`config.mk`:
```
export PLATFORM = sky130hd
export DESIGN_NAME = minicomputer_instruction_execute_unit
export DESIGN_NICKNAME = d
export VERILOG_FILES = /design/src/rtl/core/minc_pkg.sv /design/src/rtl/core/minc_exec_alu.sv /design/src/rtl/core/minicomputer_instruction_execute_unit.sv
export SDC_FILE = /design/constraint.sdc
export NUM_CORES = 1
export LEC_CHECK = 0
export BUFFER_PORTS_ARGS = -buffer_cell sky130_fd_sc_hd__buf_2
export CORE_MARGIN = 2
export CORE_UTILIZATION = 50
export CTS_CLUSTER_DIAMETER = 200
export CTS_CLUSTER_SIZE = 28
export DETAILED_ROUTE_END_ITERATION = 6
export PLACE_DENSITY = 0.75
export SLEW_MARGIN = 30
export SYNTH_ARGS = -nofsm -noshare
export SYNTH_HDL_FRONTEND = slang
export SYNTH_SLANG_ARGS = --single-unit
```
`constraint.sdc`:
```
create_clock -name clk -period 4 [get_ports clk]
set_input_delay 0.8 -clock clk [delete_from_list [all_inputs] [get_ports clk]]
set_output_delay 0.8 -clock clk [all_outputs]
set_load 0.02 [all_outputs]
```
`src/rtl/core/minc_pkg.sv`:
```
// Package for the minicomputer execute unit: beat types, stop codes,
// opcode constants and flag helpers. No dependencies.
`timescale 1ns / 1ps

package minc_pkg;

  localparam int unsigned WordW = 16;
  localparam int unsigned FlagW = 4;

  localparam int unsigned FlagN = 3;
  localparam int unsigned FlagZ = 2;
  localparam int unsigned FlagV = 1;
  localparam int unsigned FlagC = 0;

  localparam logic [WordW-1:0] WordMin = 16'h8000;
  localparam logic [WordW-1:0] WordMax = 16'h7FFF;
  localparam logic [WordW-1:0] WordOnes = 16'hFFFF;

  // two-operand opcodes, bits 15:12
  localparam logic [3:0] OP2_MOV = 4'o01;
  localparam logic [3:0] OP2_CMP = 4'o02;
  localparam logic [3:0] OP2_BIT = 4'o03;
  localparam logic [3:0] OP2_BIC = 4'o04;
  localparam logic [3:0] OP2_BIS = 4'o05;
  localparam logic [3:0] OP2_ADD = 4'o06;
  localparam logic [3:0] OP2_SUB = 4'o16;

  // one-operand opcodes, bits 15:6
  localparam logic [9:0] OP1_CLR  = 10'o0050;
  localparam logic [9:0] OP1_COM  = 10'o0051;
  localparam logic [9:0] OP1_INC  = 10'o0052;
  localparam logic [9:0] OP1_DEC  = 10'o0053;
  localparam logic [9:0] OP1_NEG  = 10'o0054;
  localparam logic [9:0] OP1_ADC  = 10'o0055;
  localparam logic [9:0] OP1_TST  = 10'o0057;
  localparam logic [9:0] OP1_SWAB = 10'o0003;
  localparam logic [9:0] OP1_JMP  = 10'o0001;

  // branch opcodes, bits 15:8
  localparam logic [7:0] OPB_BR  = 8'o001;
  localparam logic [7:0] OPB_BNE = 8'o002;
  localparam logic [7:0] OPB_BEQ = 8'o003;
  localparam logic [7:0] OPB_BPL = 8'o200;
  localparam logic [7:0] OPB_BMI = 8'o201;

  typedef enum logic [1:0] {
    STOP_RUN     = 2'd0,
    STOP_HALT    = 2'd1,
    STOP_UNKNOWN = 2'd2,
    STOP_JMP_REG = 2'd3
  } stop_t;

  typedef struct packed {
    logic [WordW-1:0] instr_word;
    logic [WordW-1:0] src_value;
    logic [WordW-1:0] dst_value;
    logic [WordW-1:0] pc_value;
    logic [WordW-1:0] target_addr;
    logic             dst_is_register;
  } exec_in_t;

  typedef struct packed {
    logic [WordW-1:0] result_value;
    logic             write_back;
    logic [WordW-1:0] next_pc;
    logic [FlagW-1:0] flags_nzvc;
    logic [1:0]       stop_code;
  } exec_out_t;

  // {N, Z} of a word
  function automatic logic [1:0] nz_of(input logic [WordW-1:0] w);
    nz_of = {w[WordW-1], (w == '0)};
  endfunction

endpackage

```
`src/rtl/core/minc_exec_alu.sv`:
```
// Decode and execute logic for one instruction beat, combinational.
// Depends on minc_pkg.
`timescale 1ns / 1ps

module minc_exec_alu (
  input  minc_pkg::exec_in_t              item,
  input  logic [minc_pkg::FlagW-1:0]      flags,
  output minc_pkg::exec_out_t             result
);

  logic [minc_pkg::WordW-1:0] src;
  logic [minc_pkg::WordW-1:0] dst;
  logic [minc_pkg::WordW-1:0] pc;
  logic [3:0]                 op2;
  logic [9:0]                 op1;
  logic [7:0]                 opb;

  logic [minc_pkg::WordW:0]   add_sum;
  logic [minc_pkg::WordW-1:0] cmp_diff;
  logic [minc_pkg::WordW-1:0] sub_diff;
  logic [minc_pkg::WordW-1:0] inc_val;
  logic [minc_pkg::WordW-1:0] dec_val;
  logic [minc_pkg::WordW-1:0] neg_val;
  logic [minc_pkg::WordW-1:0] adc_val;
  logic [minc_pkg::WordW-1:0] swab_val;
  logic [minc_pkg::WordW-1:0] br_target;
  logic [minc_pkg::WordW-1:0] and_val;
  logic [minc_pkg::WordW-1:0] bic_val;
  logic [minc_pkg::WordW-1:0] bis_val;
  logic                       c_in;

  logic [minc_pkg::WordW-1:0] res;
  logic                       wb;
  logic [minc_pkg::WordW-1:0] npc;
  logic [minc_pkg::FlagW-1:0] f;
  minc_pkg::stop_t            stop;
  logic                       take;

  assign src  = item.src_value;
  assign dst  = item.dst_value;
  assign pc   = item.pc_value;
  assign op2  = item.instr_word[15:12];
  assign op1  = item.instr_word[15:6];
  assign opb  = item.instr_word[15:8];
  assign c_in = flags[minc_pkg::FlagC];

  assign add_sum   = {1'b0, src} + {1'b0, dst};
  assign cmp_diff  = src - dst;
  assign sub_diff  = dst - src;
  assign inc_val   = dst + 16'd1;
  assign dec_val   = dst - 16'd1;
  assign neg_val   = ~dst + 16'd1;
  assign adc_val   = dst + {15'd0, c_in};
  assign swab_val  = {dst[7:0], dst[15:8]};
  assign and_val   = src & dst;
  assign bic_val   = dst & ~src;
  assign bis_val   = dst | src;
  assign br_target = pc + {{7{item.instr_word[7]}}, item.instr_word[7:0], 1'b0};

  always_comb begin
    res  = '0;
    wb   = 1'b0;
    npc  = pc;
    f    = flags;
    stop = minc_pkg::STOP_RUN;
    take = 1'b0;
    if (item.instr_word == '0) begin
      stop = minc_pkg::STOP_HALT;
    end else begin
      case (op2)
        minc_pkg::OP2_MOV: begin
          res = src;
          wb  = 1'b1;
          f   = {minc_pkg::nz_of(src), 1'b0, c_in};
        end
        minc_pkg::OP2_CMP: begin
          f = {minc_pkg::nz_of(cmp_diff),
               (src[15] ^ dst[15]) & (src[15] ^ cmp_diff[15]),
               (src < dst)};
        end
        minc_pkg::OP2_BIT: begin
          f = {minc_pkg::nz_of(and_val), 1'b0, c_in};
        end
        minc_pkg::OP2_BIC: begin
          res = bic_val;
          wb  = 1'b1;
          f   = {minc_pkg::nz_of(bic_val), 1'b0, c_in};
        end
        minc_pkg::OP2_BIS: begin
          res = bis_val;
          wb  = 1'b1;
          f   = {minc_pkg::nz_of(bis_val), 1'b0, c_in};
        end
        minc_pkg::OP2_ADD: begin
          res = add_sum[15:0];
          wb  = 1'b1;
          f   = {minc_pkg::nz_of(add_sum[15:0]),
                 ~(src[15] ^ dst[15]) & (src[15] ^ add_sum[15]),
                 add_sum[16]};
        end
        minc_pkg::OP2_SUB: begin
          res = sub_diff;
          wb  = 1'b1;
          f   = {minc_pkg::nz_of(sub_diff),
                 (dst[15] ^ src[15]) & (dst[15] ^ sub_diff[15]),
                 (dst < src)};
        end
        default: begin
          case (op1)
            minc_pkg::OP1_CLR: begin
              res = '0;
              wb  = 1'b1;
              f   = 4'b0100;
            end
            minc_pkg::OP1_COM: begin
              res = ~dst;
              wb  = 1'b1;
              f   = {minc_pkg::nz_of(~dst), 1'b0, 1'b1};
            end
            minc_pkg::OP1_INC: begin
              res = inc_val;
              wb  = 1'b1;
              f   = {minc_pkg::nz_of(inc_val), (dst == minc_pkg::WordMax), c_in};
            end
            minc_pkg::OP1_DEC: begin
              res = dec_val;
              wb  = 1'b1;
              f   = {minc_pkg::nz_of(dec_val), (dst == minc_pkg::WordMin), c_in};
            end
            minc_pkg::OP1_NEG: begin
              res = neg_val;
              wb  = 1'b1;
              f   = {minc_pkg::nz_of(neg_val), (neg_val == minc_pkg::WordMin),
                     (neg_val != '0)};
            end
            minc_pkg::OP1_ADC: begin
              res = adc_val;
              wb  = 1'b1;
              f   = {minc_pkg::nz_of(adc_val),
                     (dst == minc_pkg::WordMax) & c_in,
                     (dst == minc_pkg::WordOnes) & c_in};
            end
            minc_pkg::OP1_TST: begin
              f = {minc_pkg::nz_of(dst), 2'b00};
            end
            minc_pkg::OP1_SWAB: begin
              res = swab_val;
              wb  = 1'b1;
              f   = {swab_val[7], (swab_val[7:0] == 8'd0), 2'b00};
            end
            minc_pkg::OP1_JMP: begin
              if (item.dst_is_register) begin
                stop = minc_pkg::STOP_JMP_REG;
              end else begin
                npc = item.target_addr;
              end
            end
            default: begin
              case (opb)
                minc_pkg::OPB_BR:  take = 1'b1;
                minc_pkg::OPB_BNE: take = ~flags[minc_pkg::FlagZ];
                minc_pkg::OPB_BEQ: take = flags[minc_pkg::FlagZ];
                minc_pkg::OPB_BPL: take = ~flags[minc_pkg::FlagN];
                minc_pkg::OPB_BMI: take = flags[minc_pkg::FlagN];
                default:           stop = minc_pkg::STOP_UNKNOWN;
              endcase
              if (take) begin
                npc = br_target;
              end
            end
          endcase
        end
      endcase
    end
  end

  always_comb begin
    result.result_value = res;
    result.write_back   = wb;
    result.next_pc      = npc;
    result.flags_nzvc   = f;
    result.stop_code    = stop;
  end

endmodule

```
`src/rtl/core/minicomputer_instruction_execute_unit.sv`:
```
// Top level of the minicomputer execute unit: input register, execute
// logic, NZVC flag register and output register. Depends on minc_pkg, minc_exec_alu.
`timescale 1ns / 1ps

// Usage:
//   item/item_valid/item_ready carry one instruction beat with its fetched
//   operands, PC and destination address. result/result_valid/result_ready
//   carry the result word, write-back mark, next PC, flags and stop code.
//   Path: an accepted beat goes through the input register, then the output register.
//   Throughput: one beat per cycle unless the output stalls; the flag register
//   is read by the execute logic and written as the beat moves into the output
//   register, so the next instruction sees it with no gap.
//   Stall: while result_valid is high and result_ready low, the output
//   register holds; the input register still takes one beat, and item_ready
//   drops only when both registers are full.
//   Reset: rst empties both registers and clears all flags.

module minicomputer_instruction_execute_unit (
  input  logic                 clk,
  input  logic                 rst,
  input  logic                 item_valid,
  output logic                 item_ready,
  input  minc_pkg::exec_in_t   item,
  output logic                 result_valid,
  input  logic                 result_ready,
  output minc_pkg::exec_out_t  result
);

  logic                       stage_valid;
  minc_pkg::exec_in_t         stage;
  logic [minc_pkg::FlagW-1:0] flags;
  minc_pkg::exec_out_t        exec_out;
  logic                       advance;

  assign advance    = ~result_valid | result_ready;
  assign item_ready = ~stage_valid | advance;

  minc_exec_alu u_alu (
    .item   (stage),
    .flags  (flags),
    .result (exec_out)
  );

  always_ff @(posedge clk) begin
    if (rst) begin
      stage_valid <= 1'b0;
    end else if (item_ready) begin
      stage_valid <= item_valid;
    end
  end

  always_ff @(posedge clk) begin
    if (item_ready && item_valid) begin
      stage <= item;
    end
  end

  always_ff @(posedge clk) begin
    if (rst) begin
      result_valid <= 1'b0;
      flags        <= '0;
    end else if (advance) begin
      result_valid <= stage_valid;
      if (stage_valid) begin
        flags <= exec_out.flags_nzvc;
      end
    end
  end

  always_ff @(posedge clk) begin
    if (advance && stage_valid) begin
      result <= exec_out;
    end
  end

`ifndef SYNTHESIS
  a_flags_hold: assert property (@(posedge clk) disable iff (rst)
    !(advance && stage_valid) |=> $stable(flags))
    else $error("flags changed without a beat moving to the output");

  a_flags_match: assert property (@(posedge clk) disable iff (rst)
    result_valid |-> (result.flags_nzvc == flags))
    else $error("output flags differ from flag register");

  a_stop_no_wb: assert property (@(posedge clk) disable iff (rst)
    (result_valid && result.stop_code != minc_pkg::STOP_RUN) |-> !result.write_back)
    else $error("write-back asserted on a stopped instruction");
`endif

endmodule
```
==> flow_metrics.py, run 1 <==
metrics = {
    "status": {
        "run_status": "finished, violations left",
        "violations": "DRC",
    },
    "synth": {
        "syn-num-nets": 1453,
        "synth_area_leaders": "edfxtp_1, ha_1, o21ai_0",
        "syn_area_per_cell_sq_um": 8.723,
        "yosysMostFrequentCell": "edfxtp_1",
        "yosysTopAreaCellShare_pct": 32.30,
        "synthArstFlopShare_pct": 0,
        "ys.flop_type": "edfxtp_1",
        "postSynthCellCount": 1279,
        "synth.distinct_cells": 88,
        "yosysWarningCount": 0,
        "synth_common_cells": "edfxtp_1, nor2_1, nand2_1, ha_1, o21ai_0",
        "yosysTopAreaCell": "edfxtp_1",
        "ys_seq_area_share_pct": 33.37,
        "syn_area_sq_um": 11160,
        "synth-seq-cells": 126,
        "synth_edf_count": 120,
    },
    "clocking": {
        "numCtsBuffers": 17,
        "htreeDepth": 4,
        "cts_buffer_depth": 2,
        "cts_setup_buffers": 0,
        "cts_resized": 0,
        "hold_buffers": 0,
        "cts.sinks": 126,
        "cts_root_buffer": "clkbuf_16",
        "clkLatencyLatePin_ns": 0.45,
        "cts_tree": "yes",
        "clk_pin_slew_worst_paths_ns": 0.08,
    },
    "grt": {
        "grt_pass1_vias": 10817,
        "grt.total_usage_pct": 37.33,
        "grt_max_degree": 51,
        "antenna_found_initial": 2,
        "gr-total-overflow": 0,
        "grt_pass1_wl_um": 67160,
    },
    "route": {
        "met3_length_um": 5932,
        "routed.top_layer": "met5",
        "wl_met2_um": 18600,
        "drt-pass1-iter-count": 7,
        "drtIter0Drc": 1741,
        "ant_nets": 0,
        "drt_drc_violations_left": 7,
        "vias": 11837,
        "wirelength_met1_um": 18630,
        "wl_um": 44920,
        "wl_per_cell_um": 26.16,
        "viasPerCell": 6.894,
    },
    "floorplan": {
        "start_util_pct": 50.97,
        "chipWidth_um": 153.4,
        "fp.dieH_um": 153.4,
        "die_area_sq_um": 23530,
        "ioPinCount": 126,
        "rows": 54,
        "core-area_sq_um": 21890,
    },
    "cells_and_area": {
        "drive_gt1_share_pct": 18.58,
        "fin_nets": 1598,
        "syn_to_final_growth_pct": 16.38,
        "diodes": 0,
        "nFillCells": 1962,
    },
    "sta": {
        "relSlewSlack_pct": 43.92,
        "tightestPinTransition_ns": 0.8412,
        "hold_viol": 0,
        "rsz0062_at_grt": "false",
        "fin_setup_tns_ns": 0,
        "slew_violations": 0,
        "setup_violations": 0,
        "finalCritPeriodShare_pct": 98.04,
        "fmax_mhz": 255.0,
        "final.min_clock_period_ns": 3.922,
        "clock_skew_ns": 0.02043,
    },
    "worst_setup_path": {
        "crit_type": "register to register",
        "r2r_cells": 11,
        "end_kind": "register",
        "r2r_end": "result[4]",
        "cp.arrival_ns": 4.22,
        "ff2ff_setup_slack_ns": 0.08,
        "cp_max_fo": 5,
        "required_ns": 4.30,
        "r2r-start": "stage[49]",
        "cp-start-kind": "register",
    },
    "place": {
        "gp_congestion": 1.057,
        "dp_hpwl_um": 33920,
        "numPortBuffers": 125,
    },
    "hold_path": {
        "hold_path_depth": 1,
        "holdCritPathClass": "primary input to register",
        "worstHoldStart": "item[56]",
        "hold_end": "stage[56]",
    },
    "power_and_ir_drop": {
        "power_mw": 4.390,
        "power_density_nw_per_um2": 338.1,
        "ir_drop_mv": 0.2945,
        "power.leakage_nw": 5.017,
    },
    "run": {
        "maxCapViolCount": 0,
    },
}
==> logic make-up (layout without fill, tap and decap cells) <==
logic type / Yosys count / in the layout / share of synthesized area (%)
adder cells (fa/ha/maj): 89 / 89 / 10.18
AO/OA/AOI/OAI: 388 / 388 / 23.64
buffers and inverters: 139 / 297 / 5.035
multiplexers: 13 / 13 / 1.200
flip-flops: 126 / 126 / 33.37
XOR/XNOR: 56 / 56 / 4.463
AND/OR/NAND/NOR: 468 / 468 / 22.10
==> cell usage in the layout, fill, tap and decap left out, drive strengths merged, types with 6 or more instances in the layout <==
cell / count
a21oi: 78
o31ai: 8
a221o: 8
o2111ai: 13
nand4: 26
or4: 13
a31oi: 15
clkbuf: 17
a21o: 10
and2: 6
nor2: 107
o221ai: 6
nor4: 32
nor3: 49
nor2b: 15
o21ai: 108
nand2: 90
or3: 14
ha: 86
buf: 198
nand3: 49
edfxtp: 120
a221oi: 13
a32oi: 6
xnor2: 49
o21a: 9
nand2b: 22
mux2i: 10
a22oi: 23
o311a: 6
or2: 10
and3: 13
o211ai: 15
dfxtp: 6
a211oi: 12
xor2: 7
a2111oi: 14
inv: 74
==> state kept, by name, summed over array words and instances (netlist names) <==
signal and count:
result_valid 1, stage_valid 1, flags 4, stage 81, result 39
==> critical path: stages, from the launching register on <==
cell,delay [ns]
edfxtp_1,0.53
ha_1,0.30
fa_1,0.50
a211oi_1,0.42
or4_1,0.18
o2111ai_1,0.15
a2111oi_0,0.69
nand3_1,0.15
nor4b_1,0.43
nand4_1,0.18
o41a_1,0.17
nand3_1,0.09
==> routing by layer <==
layer / global-route usage [%] / vias to the layer above
met5: 0 / -
met3: 9.300 / 158
met2: 54.25 / 958
met4: 13.02 / 4
met1: 54.09 / 5549
li1: - / 5168
==> metrics by stage <==
step / worst slack, ns / util, % / cell area [sq um] / instances / hold WS (ns)
5_1_grt: 0.05886 / 59.32 / 12990 / 1717 / 0.5206
6_report: 0.07828 / 59.32 / 12990 / 1717 / 0.5214
4_1_cts: 0.2537 / 59.32 / 12990 / 1717 / 0.5206
2_1_floorplan: 0.5537 / - / 11160 / 1279 / 0.4868
3_5_place_dp: 0.2478 / 56.61 / 12390 / 1685 / 0.5138
3_3_place_gp: 0.3190 / 56.49 / 12370 / 1684 / 0.5152
==> how the worst max path moves through the flow <==
stage                    from    endpoint  slack, ns  depth (start not counted)
floorplan           stage[36]  result[38]       0.55                         14
detailed placement  stage[49]   result[4]       0.25                         11
global route        stage[49]    flags[2]       0.06                         11
CTS                 stage[33]    flags[2]       0.25                         11
global placement    stage[33]    flags[2]       0.32                         11
finish              stage[49]   result[4]       0.08                         11
==> layout make-up <==
class                           instances  area (sq um)  share of cell area, %
Clock buffer                           17         425.4                  3.276
Multi-Input combinational cell       1014          6874                  52.94
Sequential cell                       126          3724                  28.68
Timing Repair Buffer                  198          1194                  9.192
Tap cell                              280         350.3                  2.698
Clock inverter                         15         166.4                  1.282
Inverter                               67         251.5                  1.937
==> power breakdown <==
part,switching [mW],internal [mW],total [mW],leakage (nW)
clock,0.744,0.889,1.63,0.282
combinational,0.751,0.403,1.15,3.53
sequential,0.0641,1.54,1.60,1.21
total,1.56,2.83,4.39,5.02
(Power assumes the default switching activity.)
==> run 2: changes to the inputs <==
Settings changed: REMOVE_ABC_BUFFERS set to 1.
==> flow_metrics.py, run 2 (same netlist as run 1, synthesis figures left out) <==
metrics = {
    "status": {
        "run_status": "finished clean",
    },
    "route": {
        "viasPerCell": 6.795,
        "wl_met2_um": 18150,
        "wirelength_met1_um": 17340,
        "wl_um": 42050,
        "vias": 11593,
        "drt-pass1-iter-count": 7,
        "drtIter0Drc": 1825,
        "routed.top_layer": "met4",
        "met3_length_um": 4344,
        "ant_nets": 0,
        "drt_drc_violations_left": 0,
        "wl_per_cell_um": 24.65,
    },
    "clocking": {
        "cts_root_buffer": "clkbuf_16",
        "clkLatencyLatePin_ns": 0.44,
        "clk_pin_slew_worst_paths_ns": 0.07,
        "hold_buffers": 0,
        "htreeDepth": 4,
        "cts.sinks": 126,
        "numCtsBuffers": 17,
        "cts_tree": "yes",
        "cts_buffer_depth": 2,
    },
    "grt": {
        "antenna_found_initial": 0,
        "grt.total_usage_pct": 35.30,
        "grt_pass1_vias": 10684,
        "gr-total-overflow": 0,
        "grt_pass1_wl_um": 63890,
        "grt_max_degree": 46,
    },
    "sta": {
        "tightestPinTransition_ns": 0.8789,
        "rsz0062_at_grt": "false",
        "finalCritPeriodShare_pct": 97.36,
        "fin_setup_tns_ns": 0,
        "setup_slack_ns": 0.1056,
        "clock_skew_ns": 0.02093,
        "setup_violations": 0,
        "hold_viol": 0,
        "relSlewSlack_pct": 41.41,
        "slew_violations": 0,
        "fmax_mhz": 256.8,
        "final.min_clock_period_ns": 3.894,
    },
    "cells_and_area": {
        "syn_to_final_growth_pct": 15.79,
        "layout_common_cells": "buf_2, edfxtp_1, nor2_1",
        "seqCellArea_sq_um": 3724,
        "regMostFlops": "stage",
        "largestRegisters": "stage x81, result x39, flags x4",
        "drive_gt1_share_pct": 17.88,
        "diodes": 0,
        "multiInputGateArea_sq_um": 6875,
        "nFillCells": 1964,
        "largest_reg_flops": 81,
        "final_common_cell": "buf_2",
        "fin_nets": 1587,
    },
    "place": {
        "numPortBuffers": 125,
        "place_ws_ns": 0.2466,
        "gp_congestion": 1.045,
        "dp_hpwl_um": 32030,
    },
    "worst_setup_path": {
        "ff2ff_setup_slack_ns": 0.11,
        "cp_max_fo": 11,
        "cp-start-kind": "register",
        "slowest_stage": "or4_1",
        "r2r_cells": 9,
        "crit_type": "register to register",
        "slowest_delay_ns": 0.72,
        "r2r_end": "result[4]",
        "required_ns": 4.17,
        "crit_chain": "or4_1, nand2b_1, a2111oi_4, o311a_1, o21ai_1, a211oi_1, o21ai_1, a21oi_1, nand3_1",
        "end_kind": "register",
        "cp.arrival_ns": 4.07,
        "r2r-start": "stage[78]",
        "crit_top_cell": "o21ai_1",
        "critPathCapture": "result[4]",
        "startpoint": "stage[78]",
    },
    "floorplan": {
        "start_util_pct": 50.97,
        "die_area_sq_um": 23530,
        "fp.dieH_um": 153.4,
        "chipWidth_um": 153.4,
        "rows": 54,
        "core-area_sq_um": 21890,
        "ioPinCount": 126,
    },
    "power_and_ir_drop": {
        "power.internal_mw": 2.889,
        "power.share.combinational_pct": 25.2,
        "power_density_nw_per_um2": 337.0,
        "power.leakage_nw": 4.982,
        "p_switching_mw": 1.464,
        "ir_drop_mv": 0.2725,
        "p_clk_share_pct": 38.1,
        "netSwitchingFraction_pct": 33.63,
        "p_seq_share_pct": 36.7,
    },
    "run": {
        "maxCapViolCount": 0,
    },
    "hold_path": {
        "holdCritPathClass": "register to register",
        "worstHoldStart": "stage_valid",
    },
}
-- run 2: cell types whose count changed in the layout (fill, tap and decap cells not counted) --
| cell | before | now |
|---|---|---|
| buf_12 | 0 | 1 |
| a2111oi_0 | 12 | 11 |
| clkinvlp_4 | 3 | 1 |
| inv_8 | 4 | 1 |
| bufinv_16 | 1 | 0 |
| a2111oi_1 | 0 | 1 |
| clkinv_4 | 0 | 2 |
| buf_4 | 72 | 61 |
| clkinv_2 | 0 | 1 |
| inv_6 | 6 | 5 |
| clkbuf_16 | 17 | 21 |
| clkinv_8 | 1 | 0 |
| clkbuf_1 | 0 | 1 |
| buf_16 | 1 | 0 |
-- run 2: area by class of cell --
type | count | share of cell area [%]
repair buffers | 187 | 8.542
clock buffers | 22 | 4.097
inverters | 67 | 1.947
flip-flops and latches | 126 | 28.82
well taps | 280 | 2.712
clock inverters | 10 | 0.6586
multi-input cells | 1014 | 53.22
-- run 2: how the worst min path moves through the flow --
stage	depth (start not counted)	to
after floorplan	2	result_valid
after CTS	2	result_valid
after global placement	2	result_valid
final	2	result_valid
after detailed placement	2	result_valid
after global routing	1	stage[17]
-- run 2: metrics by stage --
| step | cells | power (mW) | cell area (sq um) | hold WS [ns] | utilization (%) |
|---|---|---|---|---|---|
| floorplan | 1207 | 2.302 | 10850 | 0.4868 | - |
| global placement | 1669 | 2.668 | 12270 | 0.5062 | 56.03 |
| detailed placement | 1669 | 2.676 | 12270 | 0.5165 | 56.03 |
| CTS | 1701 | 4.323 | 12880 | 0.5261 | 58.84 |
| global route | 1706 | 4.495 | 12920 | 0.5262 | 59.01 |
| finish | 1706 | 4.353 | 12920 | 0.5264 | 59.01 |
-- run 2: timing repair --
item | 4_1_cts | 5_1_grt
gates resized for setup | 0 | 1
setup buffers | 0 | 5
endpoints found under the setup margin | 0 | 3
-- run 2: worst max-delay path: cells and delay by family, from the launching register on --
kind             cells  cell delay [ns]
AND/OR/NAND/NOR      3             1.23
AO/OA/AOI/OAI        6             1.80
flip-flops           1             0.61
-- run 2: metal layers --
metal	vias up	global-route usage, %
met4	0	15.03
li1	5153	-
met5	-	0
met2	817	52.85
met3	173	6.663
met1	5450	50.09
-- run 2: power by group through the flow --
stage | registers (mW) | logic (mW) | clock network [mW]
after floorplan | 1.67 | 0.633 | 0
after global placement | 1.62 | 1.04 | 0
after detailed placement | 1.63 | 1.05 | 0
after CTS | 1.60 | 1.06 | 1.67
after global routing | 1.61 | 1.17 | 1.71
final | 1.60 | 1.10 | 1.66
==> run 3: changes to the inputs <==
Settings changed: ABC_AREA set to 1.
==> flow_metrics.py, run 3 <==
metrics = {
    "power_and_ir_drop": {
        "ir_drop_mv": 0.2350,
        "p_clk_share_pct": 37.6,
        "power.leakage_nw": 6.083,
        "p_switching_mw": 1.517,
        "netSwitchingFraction_pct": 35.99,
        "p_seq_share_pct": 37.9,
        "power.share.combinational_pct": 24.5,
        "power_density_nw_per_um2": 327.1,
        "power.internal_mw": 2.698,
    },
    "grt": {
        "grt_pass1_vias": 11330,
        "grt.total_usage_pct": 36.26,
        "gr-total-overflow": 0,
        "antenna_found_initial": 0,
        "grt_max_degree": 52,
        "grt_pass1_wl_um": 64820,
    },
    "worst_setup_path": {
        "slowest_stage": "a2111oi_0",
        "cp_num_buf_inv": 2,
        "cp.arrival_ns": 3.59,
        "crit_chain": "clkinv_1, ha_1, nor2_1, inv_1, nor2_1, nand2_1, nand2_1, nand2_1, nand2_1, nor2_1, a2111oi_0, o2111ai_1",
        "cp_max_fo": 9,
        "cp-start-kind": "register",
        "end_kind": "register",
        "ff2ff_setup_slack_ns": 0.53,
        "crit_family": "simple AND/OR/NAND/NOR gates",
        "crit_top_cell": "nand2_1",
        "crit_type": "register to register",
        "slowest_delay_ns": 0.60,
        "required_ns": 4.12,
    },
    "place": {
        "dp_hpwl_um": 34670,
        "gp_congestion": 0.9952,
        "numPortBuffers": 125,
        "placed_area_sq_um": 12300,
        "dpl.cell_count": 1934,
    },
    "synth": {
        "yosysMostFrequentCell": "nand2_1",
        "postSynthCellCount": 1531,
        "synthArstFlopShare_pct": 0,
        "synth_common_cells": "nand2_1, inv_1, nor2_1, edfxtp_1, nand3_1",
        "syn_area_per_cell_sq_um": 7.397,
        "synth.distinct_cells": 59,
        "synth_edf_count": 120,
        "yosysTopAreaCellShare_pct": 31.82,
        "synth-seq-cells": 126,
        "syn_area_sq_um": 11320,
        "yosysTopAreaCell": "edfxtp_1",
        "yosysWarningCount": 0,
        "ys_seq_area_share_pct": 32.88,
        "synth_area_leaders": "edfxtp_1, nand2_1, ha_1",
        "ys.flop_type": "edfxtp_1",
    },
    "clocking": {
        "clkLatencyLatePin_ns": 0.44,
        "cts_setup_buffers": 0,
        "cts_buffer_depth": 2,
        "htreeDepth": 4,
        "numCtsBuffers": 17,
        "cts_resized": 0,
        "clk_pin_slew_worst_paths_ns": 0.07,
        "cts_root_buffer": "clkbuf_16",
        "cts.sinks": 126,
        "hold_buffers": 0,
        "cts_tree": "yes",
    },
    "sta": {
        "rsz0062_at_grt": "false",
        "slew_violations": 0,
        "final.min_clock_period_ns": 3.470,
        "setup_violations": 0,
        "finalCritPeriodShare_pct": 86.74,
        "fmax_mhz": 288.2,
        "relSlewSlack_pct": 49.80,
        "tightestPinTransition_ns": 0.7522,
        "clock_skew_ns": 0.01543,
        "fin_setup_tns_ns": 0,
        "hold_viol": 0,
    },
    "cells_and_area": {
        "largest_reg_flops": 81,
        "final_common_cell": "nand2_1",
        "stdcell_count": 1966,
        "fin_nets": 1842,
        "syn_to_final_growth_pct": 13.78,
        "largestRegisters": "stage x81, result x39, flags x4",
        "diodes": 0,
        "nFillCells": 2144,
        "utilization_pct": 57.43,
        "drive_gt1_share_pct": 14.99,
        "fin_area_sq_um": 12880,
        "regMostFlops": "stage",
        "layout_common_cells": "nand2_1, inv_1, nor2_1",
    },
    "route": {
        "wl_per_cell_um": 21.86,
        "ant_nets": 0,
        "wl_um": 42980,
        "drtIter0Drc": 1380,
        "drt-pass1-iter-count": 6,
        "vias": 11625,
        "viasPerCell": 5.913,
        "drt_drc_violations_left": 0,
    },
    "hold_path": {
        "holdCritPathClass": "register to register",
    },
    "status": {
        "run_status": "finished clean",
    },
    "run": {
        "maxCapViolCount": 0,
    },
    "floorplan": {
        "die_area_sq_um": 23870,
        "ioPinCount": 126,
        "core-area_sq_um": 22430,
        "chipWidth_um": 154.5,
        "fp.dieH_um": 154.5,
        "start_util_pct": 50.48,
        "rows": 55,
    },
}
-- run 3: cell types whose count changed after synthesis, moves of 42 or more --
cell      before  now
clkbuf_1      47    4
inv_1         62  198
nand2_1       89  398
nand3_1       49  107
nor2_1       105  151
o21ai_0       85   39
xor2_1         7   49
-- run 3: kinds of logic after synthesis --
kind of cell,after synthesis,share of synthesized area [%]
multiplexers,2,0.1878
adder cells (fa/ha/maj),89,10.03
flip-flops,126,32.88
AND/OR/NAND/NOR,790,31.25
AO/OA/AOI/OAI,215,11.92
buffers and inverters,252,9.259
XOR/XNOR,57,4.475
-- run 3: metal layers --
| metal | routed length (um) | up-vias | GRT usage (%) |
|---|---|---|---|
| met4 | 2458 | 0 | 19.75 |
| met3 | 3810 | 145 | 5.940 |
| li1 | - | 5433 | - |
| met2 | 19450 | 662 | 57.89 |
| met1 | 17260 | 5385 | 47.25 |
| met5 | 0 | - | 0 |
-- run 3: through the flow --
stage | total power [mW] | worst slack, ns | hold WS (ns)
6_report | 4.215 | 0.5302 | 0.5154
5_1_grt | 4.369 | 0.3126 | 0.5290
4_1_cts | 4.204 | 0.6118 | 0.5191
3_5_place_dp | 2.626 | 0.6468 | 0.5019
3_3_place_gp | 2.623 | 0.8025 | 0.4951
2_1_floorplan | 2.276 | 0.8300 | 0.4972
-- run 3: final timing paths --
kind / start / end / depth (start not counted)
max: stage[41] / result[33] / 12
min: result_valid / result_valid / 2
max reg2reg: stage[41] / result[33] / 12
min reg2reg: result_valid / result_valid / 2
-- run 3: tightest hold or removal path, delay by kind of cell (launching register included) --
family	cells	cell delay [ns]
DFF	1	0.32
and+or+nand+nor	1	0.08
AOI/OAI and AO/OA	1	0.06
-- run 3: power by group through the flow --
stage | Combinational [mW] | Clock, mW | Sequential (mW)
6_report | 1.03 | 1.58 | 1.60
5_1_grt | 1.13 | 1.63 | 1.60
4_1_cts | 1.01 | 1.60 | 1.59
3_5_place_dp | 1.00 | 0 | 1.62
3_3_place_gp | 1.00 | 0 | 1.62
2_1_floorplan | 0.623 | 0 | 1.65
-- run 3: area by class of cell --
type	count	area [sq um]	area share, %
Inverter	218	822.0	6.380
Timing Repair Buffer	152	840.8	6.526
Multi-Input combinational cell	1153	6554	50.86
Clock inverter	15	162.7	1.262
Sequential cell	126	3724	28.90
Tap cell	285	356.6	2.768
Clock buffer	17	425.4	3.302
